`src/hw/rtl/fbr_pkg.sv`:
```
package fbr_pkg;

    // Default screen geometry
    localparam int DEF_SCREEN_COLUMNS = 128;
    localparam int DEF_SCREEN_ROWS    = 64;

    // Pixels per page (vertical byte) and first data phase of a page
    localparam int PAGE_HEIGHT = 8;
    localparam int DATA_PHASE  = 3;

    // Item kinds
    localparam logic [1:0] KIND_PIXEL   = 2'd0;
    localparam logic [1:0] KIND_REFRESH = 2'd1;
    localparam logic [1:0] KIND_CLEAR   = 2'd2;

    // Configuration register indexes
    localparam logic [1:0] CFG_PAGE_BASE   = 2'd0;
    localparam logic [1:0] CFG_COLUMN_LOW  = 2'd1;
    localparam logic [1:0] CFG_COLUMN_HIGH = 2'd2;
    localparam logic [1:0] CFG_REVERSE     = 2'd3;

    // Configuration reset values
    localparam logic [7:0] RST_PAGE_BASE   = 8'd176;
    localparam logic [7:0] RST_COLUMN_LOW  = 8'd0;
    localparam logic [7:0] RST_COLUMN_HIGH = 8'd16;
    localparam logic       RST_REVERSE     = 1'b1;

    // Controller to datapath commands
    typedef struct packed {
        logic pix_rd;     // read byte under pixel, capture pixel fields
        logic pix_wr;     // write back modified byte
        logic ref_rd;     // read byte at refresh position
        logic ref_load;   // load result register, advance refresh position
        logic clr_start;  // restart clear sweep
        logic clr_step;   // zero one entry
    } fbr_cmd_t;

    // Datapath to controller status
    typedef struct packed {
        logic pix_ok;     // pixel coordinates on screen
        logic clr_last;   // clear sweep at last entry
        logic out_free;   // result register can take a new item
    } fbr_sts_t;

endpackage

```
`src/hw/rtl/fbr_ctrl.sv`:
```
module fbr_ctrl
(
    input  logic              clk,
    input  logic              rst_n,
    input  logic              in_valid,
    output logic              in_ready,
    input  logic [1:0]        kind,
    input  fbr_pkg::fbr_sts_t sts,
    output fbr_pkg::fbr_cmd_t cmd
);

    localparam logic [1:0] ST_CLEAR = 2'd0;
    localparam logic [1:0] ST_IDLE  = 2'd1;
    localparam logic [1:0] ST_PIX   = 2'd2;
    localparam logic [1:0] ST_REF   = 2'd3;

    logic [1:0] state_reg;
    logic [1:0] state_next;

    // Next state and commands
    always_comb
    begin
        state_next = state_reg;
        cmd        = '0;
        in_ready   = (state_reg == ST_IDLE);
        unique case (state_reg)
            ST_CLEAR:
            begin
                cmd.clr_step = 1'b1;
                if (sts.clr_last)
                begin
                    state_next = ST_IDLE;
                end
            end
            ST_IDLE:
            begin
                if (in_valid)
                begin
                    unique case (kind)
                        fbr_pkg::KIND_PIXEL:
                        begin
                            // off-screen pixels are dropped here
                            cmd.pix_rd = sts.pix_ok;
                            if (sts.pix_ok)
                            begin
                                state_next = ST_PIX;
                            end
                        end
                        fbr_pkg::KIND_REFRESH:
                        begin
                            cmd.ref_rd = 1'b1;
                            state_next = ST_REF;
                        end
                        fbr_pkg::KIND_CLEAR:
                        begin
                            cmd.clr_start = 1'b1;
                            state_next    = ST_CLEAR;
                        end
                        default:
                        begin
                            state_next = ST_IDLE;
                        end
                    endcase
                end
            end
            ST_PIX:
            begin
                cmd.pix_wr = 1'b1;
                state_next = ST_IDLE;
            end
            ST_REF:
            begin
                if (sts.out_free)
                begin
                    cmd.ref_load = 1'b1;
                    state_next   = ST_IDLE;
                end
            end
        endcase
    end

    // State register; reset starts with a clear sweep
    always_ff @(posedge clk or negedge rst_n)
    begin
        if (!rst_n)
        begin
            state_reg <= ST_CLEAR;
        end
        else
        begin
            state_reg <= state_next;
        end
    end

endmodule

```
`config.mk`:
```
export PLATFORM = sky130hd
export DESIGN_NAME = fbr_ctrl
export DESIGN_NICKNAME = d
export VERILOG_FILES = /design/src/hw/rtl/fbr_pkg.sv /design/src/hw/rtl/fbr_ctrl.sv
export SDC_FILE = /design/constraint.sdc
export NUM_CORES = 1
export LEC_CHECK = 0
export BUFFER_PORTS_ARGS = -buffer_cell sky130_fd_sc_hd__buf_4
export CAP_MARGIN = 20
export CORE_AREA = 2 2 39 41
export CTS_CLUSTER_DIAMETER = 200
export DETAILED_ROUTE_END_ITERATION = 7
export DIE_AREA = 0 0 41 43
export SETUP_SLACK_MARGIN = 0.4
export SLEW_MARGIN = 15
export SYNTH_ARGS = -nofsm -noshare
export SYNTH_HDL_FRONTEND = slang
export SYNTH_SLANG_ARGS = --single-unit
```
`constraint.sdc`:
```
create_clock -name clk -period 1.25 [get_ports clk]
set_clock_uncertainty 0.15 [all_clocks]
set_input_delay 0.0625 -clock clk [delete_from_list [all_inputs] [get_ports clk]]
set_output_delay 0.0625 -clock clk [all_outputs]
set_load 0.02 [all_outputs]
```
==> After elaboration in Yosys (flattened, before gate mapping) <==
Cells that the tools add are included.
{ "word_totals": {"elab_cells": 32, "reg_bits": 2, "in_bits": 8, "out_inout_bits": 7} }
{ "classes": {"reduce_logical": 3, "n_eq_ne": 9, "mux": 19} }
{ "op_table": {"columns": ["cell", "count"], "rows": [
  ["1-bit two-way mux", 13],
  ["2-bit two-way mux", 4],
  ["2-bit one-hot mux with 4 select lines", 1],
  ["2-bit equality test, second input constant", 3],
  ["2-bit != test, second input constant", 3],
  ["2-bit one-hot mux with 3 select lines", 1],
  ["2-bit by 1-bit equality test with 1-bit output, second input constant", 2],
  ["2-bit logical NOT", 2],
  ["4-bit AND reduction", 1],
  ["3-bit != test, second input constant", 1]
]} }

==> Logic depth before layout (Yosys ltp) <==
Gate-level depths: netlist (run 1).
{ "depth": {"ltp_word": 4, "mapped_depth": 2, "depth_no_buf": 2} }

==> Worst setup path before layout (run 1) <==
Ideal clock, no wire load.
{ "synth_timing": {"kind": "register to output", "from": "register state_reg[1]", "to": "output cmd[5] (netlist bit)", "path_stages_with_launch": 3, "required_ns": 1.038, "setup_slack_ns": -0.013, "path_buffers": 0, "arrival_ns": 1.050, "path_cell_list": "dfrtp_1 -> nand4bb_1 -> nor3b_2"} }
{ "synth_lines": {"columns": ["element", "line", "source"], "rows": [
  ["from (decl)", "fbr_ctrl.sv:17", "logic [1:0] state_reg;"],
  ["from (signal assigned)", "fbr_ctrl.sv:91", "state_reg <= state_next;"],
  ["to (decl)", "fbr_ctrl.sv:9", "output fbr_pkg::fbr_cmd_t cmd"]
]} }

==> impl_metrics.toml, run 1 <==
[setup_path]
cp_max_fo = 3
worst-endpoint-required_ns = 1.04
r2r_start = "state_reg[1]$_DFFE_PN0P_"
cp.arrival_ns = 1.21
critical_path.slowest_cell = "sky130_fd_sc_hd__dfrtp_2"
cpPeakStageDelay_ns = 0.41
critical_path.cell_chain = "nand4bb_4, nor3b_4, buf_6"
worstSetupStartpointType = "flip-flop"
crit_path_category = "flip-flop to output port"
worst_path_dominant_cell_family = "simple AND/OR/NAND/NOR gates"
reg2reg_setup_slack_ns = 0.12
r2r_worst_path_depth = 4
worstSetupEndpointType = "output port"
endpoint_of_the_worst_slack_reg_to_reg_timing_path = "state_reg[0]$_DFFE_PN0P_"
critical_path.n_buffers_inverters = 1

[clocking]
tritoncts_clock_tree = "yes"
ctsRootBufferMaster = "sky130_fd_sc_hd__clkbuf_4"
cts.sink_count = 2
cts.hold.buffers_added = 1
worst_setup_hold_path_clk_slew_ns = 0.03
cts_made_buffers = 3
worst_skew_pair.late_latency_ns = 0.22
h-tree-depth = 1
cts-root-to-sink-buffers = 2

[worst_hold_path]
worstHoldStart = "sts[0]"
whs_endpoint = "state_reg[1]$_DFFE_PN0P_"
worstHoldPathCells = 2
hold_path.class = "primary input to flip-flop"

[timing]
timing.slew.headroom = 0.902
maxClockFrequency_mhz = 704
setup_total_negative_slack_ns = -0.751
worst_hold_slack_ns = -0.105
hold_viol_final = 2
setup_slack_ns = -0.170
final_min_period_over_clock_period = 1.14
rsz0062_at_grt = "true"
timing_worst_slew_pin_value_ns = 0.146
setup_violations = 7
timing.final.max_slew_violations = 0
final_period_minus_worst_setup_slack_ns = 1.42

[route]
detail_route.wirelength_um = 578
iter_0_drt_violations = 2
vias = 226
drt_drc_violations_left = 0
post_drt_via_cell_ratio = 3.90
final_antenna_net_count = 0
first_pass_iters = 2
drt-wirelength-per-cell_um = 9.97

[layout]
final_cell_mix = "sky130_fd_sc_hd__buf_6 (11), sky130_fd_sc_hd__buf_4 (10), sky130_fd_sc_hd__clkbuf_4 (3), sky130_fd_sc_hd__dfrtp_2 (2)"
final_net_count = 52
final_cell_area_um2 = 469
leading_cell_type_in_the_layout_fill_and_taps_excluded = "sky130_fd_sc_hd__buf_6"
final_layout_size_suffix_gt1_frac = 0.905
num_antenna_cells = 0
largest_reg_flops = 2
area_delta_synth_final_pct = 205

[yosys]
synth_seq_cells = 2
syn_inst = 17
synth_nets = 25
synth.avg_cell_area_um2 = 9.05
synth_warnings = 0
number_of_distinct_library_cell_variants_in_the_gate_level_netlist_after_synthesis = 14
seq_area_frac_synth = 0.325
synthesis.area_um2 = 154

[global_routing]
grt_start_max_net_pins = 6
antenna_found_initial = 0
grt.total_usage = 0.0925
overflow = 0
grt_pass1_wl_um = 1010
number_of_global_route_vias_before_repair = 254

[floorplanning]
initial_core_util = 0.111
die_y_um = 43
die_area_um2 = 1760
core_area_um2 = 1380
top_level_ports = 15
die_w_um = 41
number_of_core_rows = 14

[pwr]
total_leakage_power_nw = 0.209
p_sw_mw = 0.144
post_layout_power_mw = 0.469
internal_power_mw = 0.325
peakVddDrop_uv = 304
pwr-share-clk = 0.304
reg_power_frac = 0.190
power_per_cell_area_nw_per_um2 = 999
switching_share = 0.307
power_frac_comb = 0.506

[place]
port-buffer-count = 14
place_area_um2 = 320
place_ws_ns = 0.0434
gp_congestion = 0.753
post-dp-hpwl_um = 409

[outcome]
violations = "negative hold slack, negative setup slack"
outcome = "finished with violations"

[flow_run]
drv_cap = 0
-- repair_timing --
item / in CTS / in global routing
cloned: 0 / 0
endpoints found under the hold margin: 4 / 2
setup endpoints to repair: 9 / 9
pin swaps: 2 / 2
resized for setup: 12 / 5
buffers inserted: 6 / 0
-- area by class of cell --
type                    count  area (µm²)
repair buffers             22         209
multi-input cells          14         161
fillers                   154         915
well taps                  16        20.0
inverters                   1        3.75
flip-flops and latches      2        52.6
clock buffers               3        22.5
-- cell usage after synthesis --
cell,number,area share
sky130_fd_sc_hd__a41oi_1,1,0.057
sky130_fd_sc_hd__nor3_1,1,0.032
sky130_fd_sc_hd__or2_2,1,0.041
sky130_fd_sc_hd__inv_1,1,0.024
sky130_fd_sc_hd__nand2_1,1,0.024
sky130_fd_sc_hd__nor2b_1,1,0.041
sky130_fd_sc_hd__nor2_1,3,0.073
sky130_fd_sc_hd__and4_1,1,0.057
sky130_fd_sc_hd__o22ai_1,1,0.041
sky130_fd_sc_hd__nor3b_2,1,0.081
sky130_fd_sc_hd__and3_1,1,0.041
sky130_fd_sc_hd__nand4bb_1,1,0.073
sky130_fd_sc_hd__dfrtp_1,2,0.33
sky130_fd_sc_hd__nor2b_4,1,0.089
-- worst max path at each step --
stage	from	end	slack [ns]	cells after the start
2_1_floorplan	state_reg[1]$_DFFE_PN0P_	cmd[5]	0.09	2
3_3_place_gp	state_reg[1]$_DFFE_PN0P_	cmd[5]	0.05	3
3_5_place_dp	state_reg[1]$_DFFE_PN0P_	cmd[5]	0.04	3
4_1_cts	state_reg[1]$_DFFE_PN0P_	cmd[1]	-0.19	4
5_1_grt	state_reg[1]$_DFFE_PN0P_	cmd[5]	-0.21	3
6_report	state_reg[1]$_DFFE_PN0P_	cmd[5]	-0.17	3
-- per-layer routing --
| layer | GRT usage | vias up | routed length (µm) |
|---|---|---|---|
| met1 | 0.0935 | 106 | 221 |
| met2 | 0.131 | 7 | 331 |
| met3 | 0.0471 | 0 | 25 |
| met4 | 0.0800 | 0 | 0 |
| met5 | 0 | - | 0 |
| li1 | - | 113 | - |
-- logic make-up after synthesis --
kind of cell | synth area share
and+or+nand+nor | 0.553
DFF | 0.325
AOI/OAI and AO/OA | 0.0976
buffers and inverters | 0.0244
-- power by group through the flow --
stage               clock network, mW  registers (mW)  logic (mW)
finish                          0.142          0.0893       0.237
global placement                    0          0.0915       0.143
CTS                             0.152          0.0897       0.222
floorplan                           0          0.0918      0.0765
detailed placement                  0          0.0936       0.144
global route                    0.155          0.0919       0.251
-- worst reg2reg max path, stage by stage (launching register included) --
cell and delay, ns:
sky130_fd_sc_hd__dfrtp_2 0.41, sky130_fd_sc_hd__buf_6 0.12, sky130_fd_sc_hd__nor2b_4 0.11, sky130_fd_sc_hd__buf_6 0.11
sky130_fd_sc_hd__a41oi_2 0.10
-- through the flow --
stage           util  instances
2_1_floorplan      -         17
3_3_place_gp   0.231         48
3_5_place_dp   0.231         48
4_1_cts        0.324         58
5_1_grt        0.339         58
6_report       0.339         58
No activity file was read; power rests on OpenSTA's default activity.
==> inputs of run 2 (changes only) <==
- clock period: 1.25 -> 1.5 ns (I/O delays scaled with it)
==> run 2 against run 1 <==
  * The run ends with negative hold slack left
  * Sequential cell count unchanged
  * Clock-buffer cell count unchanged
  * Power down 11%
  * Sequential share of layout area down 0.83 points
  * Via count up 11%
  * Routed wire length up 16%
  * Cell count up 6.9%
  * Combinational power down 6%
  * Design area up 8.0%
  * Non-clock buffer count up 4
  * Core utilization up 2.7 points
==> impl_metrics.toml, run 2 (synthesis gave the netlist of run 1 again) <==
[setup_path]
cp-startpoint = "state_reg[1]$_DFFE_PN0P_"
worstSetupStartpointType = "flip-flop"
worst-endpoint-required_ns = 1.27
worstSetupEndpointType = "output port"
crit_path_category = "flip-flop to output port"
cp_max_fo = 3
r2r_start = "state_reg[1]$_DFFE_PN0P_"
cp.arrival_ns = 1.23

[clocking]
worst_skew_pair.late_latency_ns = 0.22
ctsRootBufferMaster = "sky130_fd_sc_hd__clkbuf_4"
worst_setup_hold_path_clk_slew_ns = 0.03
tritoncts_clock_tree = "yes"
cts-root-to-sink-buffers = 2
h-tree-depth = 1
cts.sink_count = 2
cts_made_buffers = 3

[layout]
final_net_count = 56
final_cell_mix = "sky130_fd_sc_hd__buf_4 (11), sky130_fd_sc_hd__buf_6 (10), sky130_fd_sc_hd__dlygate4sd3_1 (4), sky130_fd_sc_hd__clkbuf_4 (3), sky130_fd_sc_hd__dfrtp_2 (2)"
final_layout_size_suffix_gt1_frac = 0.804
largest_reg_flops = 2
postLayoutCoreUtil = 0.366
fillerInstances = 146
area_delta_synth_final_pct = 229
leading_cell_type_in_the_layout_fill_and_taps_excluded = "sky130_fd_sc_hd__buf_4"
num_antenna_cells = 0

[route]
vias = 250
final_antenna_net_count = 0
detail_route.wirelength_um = 668
first_pass_iters = 1
wl_met1_um = 257
met2_length_um = 379
wl_met3_um = 31
post_drt_via_cell_ratio = 4.03
dr.max_layer_used = "met3"
drt-wirelength-per-cell_um = 10.8
drt_drc_violations_left = 0
iter_0_drt_violations = 0

[worst_hold_path]
hold_path.class = "primary input to flip-flop"
worstHoldStart = "sts[1]"

[timing]
hold_viol_final = 1
timing.final.max_slew_violations = 0
setup_total_negative_slack_ns = 0
timing.slew.headroom = 0.897
rsz0062_at_grt = "true"
final_period_minus_worst_setup_slack_ns = 1.46
timing_worst_slew_pin_value_ns = 0.154
worst_hold_slack_ns = -0.00498
final_min_period_over_clock_period = 0.971
maxClockFrequency_mhz = 687
setup_violations = 0

[pwr]
reg_power_frac = 0.180
p_sw_mw = 0.126
power_per_cell_area_nw_per_um2 = 824
power_frac_comb = 0.532
internal_power_mw = 0.291
pwr-share-clk = 0.288
peakVddDrop_uv = 214
post_layout_power_mw = 0.417
total_leakage_power_nw = 0.226
switching_share = 0.302

[flow_run]
drv_cap = 0

[global_routing]
grt_pass1_wl_um = 1120
overflow = 0
antenna_found_initial = 0
grt.total_usage = 0.0983
grt_start_max_net_pins = 8
number_of_global_route_vias_before_repair = 291

[place]
post-dp-hpwl_um = 432
gp_congestion = 0.633
port-buffer-count = 14

[floorplanning]
initial_core_util = 0.111
die_area_um2 = 1760
core_area_um2 = 1380
die_y_um = 43
top_level_ports = 15
die_w_um = 41
number_of_core_rows = 14

[outcome]
outcome = "finished with violations"
violations = "negative hold slack"
run 2: routing by layer:
layer / track usage / vias up
met3: 0.0209 / 0
met5: 0 / -
met4: 0.100 / 0
met1: 0.109 / 117
li1: - / 126
met2: 0.141 / 7
run 2: repair_timing:
| item | CTS | global route |
|---|---|---|
| pin swaps | 2 | 2 |
| setup endpoints to repair | 7 | 9 |
| hold endpoints to repair | 4 | 0 |
| gates resized for setup | 10 | 5 |
| hold buffers | 4 | 0 |
| buffers inserted | 4 | 4 |
| gates cloned | 0 | 0 |
run 2: critical path, cell delays in order, from the launching register on:
cell	delay [ns]
sky130_fd_sc_hd__dfrtp_2	0.42
sky130_fd_sc_hd__buf_12	0.14
sky130_fd_sc_hd__nor2b_4	0.12
sky130_fd_sc_hd__and4_4	0.22
sky130_fd_sc_hd__buf_6	0.11
run 2: power groups by stage:
stage | sequential [mW] | combinational [mW] | clock [mW]
final | 0.0751 | 0.222 | 0.120
after global routing | 0.0766 | 0.237 | 0.129
after CTS | 0.0775 | 0.181 | 0.124
after detailed placement | 0.0800 | 0.111 | 0
after global placement | 0.0794 | 0.110 | 0
after floorplan | 0.0760 | 0.0626 | 0
run 2: final timing paths:
path                                       endpoint  cells after the start  slack [ns]
min in group asynchronous  state_reg[0]$_DFFE_PN0P_                      2        0.02
hold / removal             state_reg[0]$_DFFE_PN0P_                      3      -0.005
max in group asynchronous  state_reg[1]$_DFFE_PN0P_                      2        1.08
hold reg to reg            state_reg[1]$_DFFE_PN0P_                      2        0.53
setup reg to reg           state_reg[0]$_DFFE_PN0P_                      5        0.26
setup / recovery                             cmd[1]                      4        0.04
run 2: per-stage QoR:
step / worst slack (ns) / instance area [µm²] / cells
5_1_grt: 0.0116 / 507 / 62
4_1_cts: 0.00878 / 452 / 58
6_report: 0.0441 / 507 / 62
3_3_place_gp: 0.251 / 309 / 47
3_5_place_dp: 0.243 / 309 / 47
2_1_floorplan: 0.325 / 184 / 17
run 2: area by class of cell:
class	instances	area, µm²	share of cell area
timing repair buffer	26	255	0.504
multi-input combinational	14	153	0.301
sequential	2	52.6	0.104
clock buffer	3	22.5	0.0444
tap	16	20.0	0.0395
inverter	1	3.75	0.00741
==> inputs of run 3 (changes only) <==
- clock period: 1.5 -> 1.7 ns (I/O delays scaled with it)
==> run 3 against run 2 <==
  * The flow now finishes without violations
  * Clock-buffer cell count did not move
  * Global-route usage fell by 1.6 points
  * Sequential share of layout area rose by 1.4 points
  * Critical path type unchanged
  * Critical endpoint is now cmd[5]
==> impl_metrics.toml, run 3 (synthesis gave the netlist of run 1 again) <==
[outcome]
outcome = "completed"

[global_routing]
grt_pass1_wl_um = 855
grt.total_usage = 0.0822
grt_start_max_net_pins = 6
number_of_global_route_vias_before_repair = 234
antenna_found_initial = 0
overflow = 0

[clocking]
cts_made_buffers = 3
h-tree-depth = 1
ctsRootBufferMaster = "sky130_fd_sc_hd__clkbuf_4"
worst_skew_pair.late_latency_ns = 0.23
tritoncts_clock_tree = "yes"
cts-root-to-sink-buffers = 2
worst_setup_hold_path_clk_slew_ns = 0.03
cts.sink_count = 2

[layout]
seq_area_um2 = 52.6
fillerInstances = 150
num_antenna_cells = 0
final_layout_size_suffix_gt1_frac = 0.733
final_cell_mix = "sky130_fd_sc_hd__buf_4 (16), sky130_fd_sc_hd__buf_6 (5), sky130_fd_sc_hd__dlygate4sd3_1 (4), sky130_fd_sc_hd__clkbuf_4 (3), sky130_fd_sc_hd__dfrtp_2 (2)"
largest_reg_flops = 2
final_net_count = 55
area_delta_synth_final_pct = 190
leading_cell_type_in_the_layout_fill_and_taps_excluded = "sky130_fd_sc_hd__buf_4"
multi_input_comb_area_um2 = 131

[setup_path]
cp_max_fo = 3
r2r_worst_path_depth = 4
endpoint_of_the_worst_slack_reg_to_reg_timing_path = "state_reg[0]$_DFFE_PN0P_"
worstSetupStartpointType = "flip-flop"
worstSetupEndpointType = "output port"
r2r_start = "state_reg[1]$_DFFE_PN0P_"
crit_path_category = "flip-flop to output port"
reg2reg_setup_slack_ns = 0.43
worst-endpoint-required_ns = 1.46
cp.arrival_ns = 1.21

[timing]
final_period_minus_worst_setup_slack_ns = 1.44
timing.slew.headroom = 0.878
setup_violations = 0
setup_total_negative_slack_ns = 0
hold_viol_final = 0
final_min_period_over_clock_period = 0.848
timing_worst_slew_pin_value_ns = 0.181
rsz0062_at_grt = "true"
maxClockFrequency_mhz = 693
timing.final.max_slew_violations = 0

[floorplanning]
die_w_um = 41
die_y_um = 43
initial_core_util = 0.111
number_of_core_rows = 14
die_area_um2 = 1760
core_area_um2 = 1380
top_level_ports = 15

[worst_hold_path]
whs_endpoint = "state_reg[1]$_DFFE_PN0P_"
worstHoldPathCells = 3
hold_path.class = "primary input to flip-flop"
worstHoldStart = "kind[0]"

[route]
first_pass_iters = 4
iter_0_drt_violations = 9
vias = 255
final_antenna_net_count = 0
drt-wirelength-per-cell_um = 11.5
post_drt_via_cell_ratio = 4.18
drt_drc_violations_left = 0
detail_route.wirelength_um = 704

[pwr]
total_leakage_power_nw = 0.207
peakVddDrop_uv = 138
post_layout_power_mw = 0.334
power_per_cell_area_nw_per_um2 = 749

[place]
post-dp-hpwl_um = 376
gp_congestion = 0.610
port-buffer-count = 14

[flow_run]
drv_cap = 0
-- run 3: cell count changes in the layout (fill, tap and decap cells not counted), sizes merged --
cell | previous run | this run
buf | 22 | 21
-- run 3: area by class of cell --
type / instances / share of cell area
clock buffers: 3 / 0.0504
inverters: 1 / 0.00840
flip-flops and latches: 2 / 0.118
well taps: 16 / 0.0448
multi-input cells: 14 / 0.294
repair buffers: 25 / 0.485
-- run 3: layer usage --
layer | share of wire | wire (µm) | GRT usage
met1 | 0.32 | 222 | 0.0673
met2 | 0.59 | 418 | 0.125
met3 | 0.045 | 32 | 0
met4 | 0.043 | 30 | 0.140
met5 | 0 | 0 | 0
-- run 3: metrics by stage --
stage          hold WS (ns)  std cells  instance area (µm²)  utilization  setup slack [ns]
3_3_place_gp         -0.282         47                  279        0.202             0.355
4_1_cts             0.00364         58                  394        0.285             0.228
3_5_place_dp         -0.281         47                  279        0.202             0.348
2_1_floorplan        -0.361         17                  154            -             0.415
6_report             0.0306         61                  447        0.323             0.258
5_1_grt              0.0382         61                  447        0.323             0.223
-- run 3: critical path, cell delays in order, from the launching register on --
cell                        delay, ns
sky130_fd_sc_hd__dfrtp_2         0.41
sky130_fd_sc_hd__nand4bb_4       0.23
sky130_fd_sc_hd__nor3b_2         0.18
sky130_fd_sc_hd__buf_4           0.16
-- run 3: power by group --
| group | total [mW] | internal, mW | switching [mW] |
|---|---|---|---|
| registers | 0.0642 | 0.0555 | 0.00870 |
| logic | 0.163 | 0.0968 | 0.0662 |
| clock network | 0.107 | 0.0780 | 0.0293 |
| total | 0.334 | 0.230 | 0.104 |
-- run 3: worst max path at each step --
stage | startpoint | endpoint | slack [ns] | cells after the start
final | state_reg[1]$_DFFE_PN0P_ | cmd[5] | 0.26 | 3
after global placement | state_reg[1]$_DFFE_PN0P_ | cmd[5] | 0.35 | 3
after global routing | state_reg[1]$_DFFE_PN0P_ | cmd[5] | 0.22 | 3
after floorplan | state_reg[1]$_DFFE_PN0P_ | cmd[5] | 0.41 | 2
after detailed placement | state_reg[1]$_DFFE_PN0P_ | cmd[5] | 0.35 | 3
after CTS | state_reg[1]$_DFFE_PN0P_ | cmd[5] | 0.23 | 3
-- run 3: timing repair --
action,CTS,global route
resized for setup,4,8
hold endpoints to repair,4,0
cloned,0,0
pin swaps,2,2
endpoints found under the setup margin,3,7
hold buffers,4,0
setup buffers,4,3
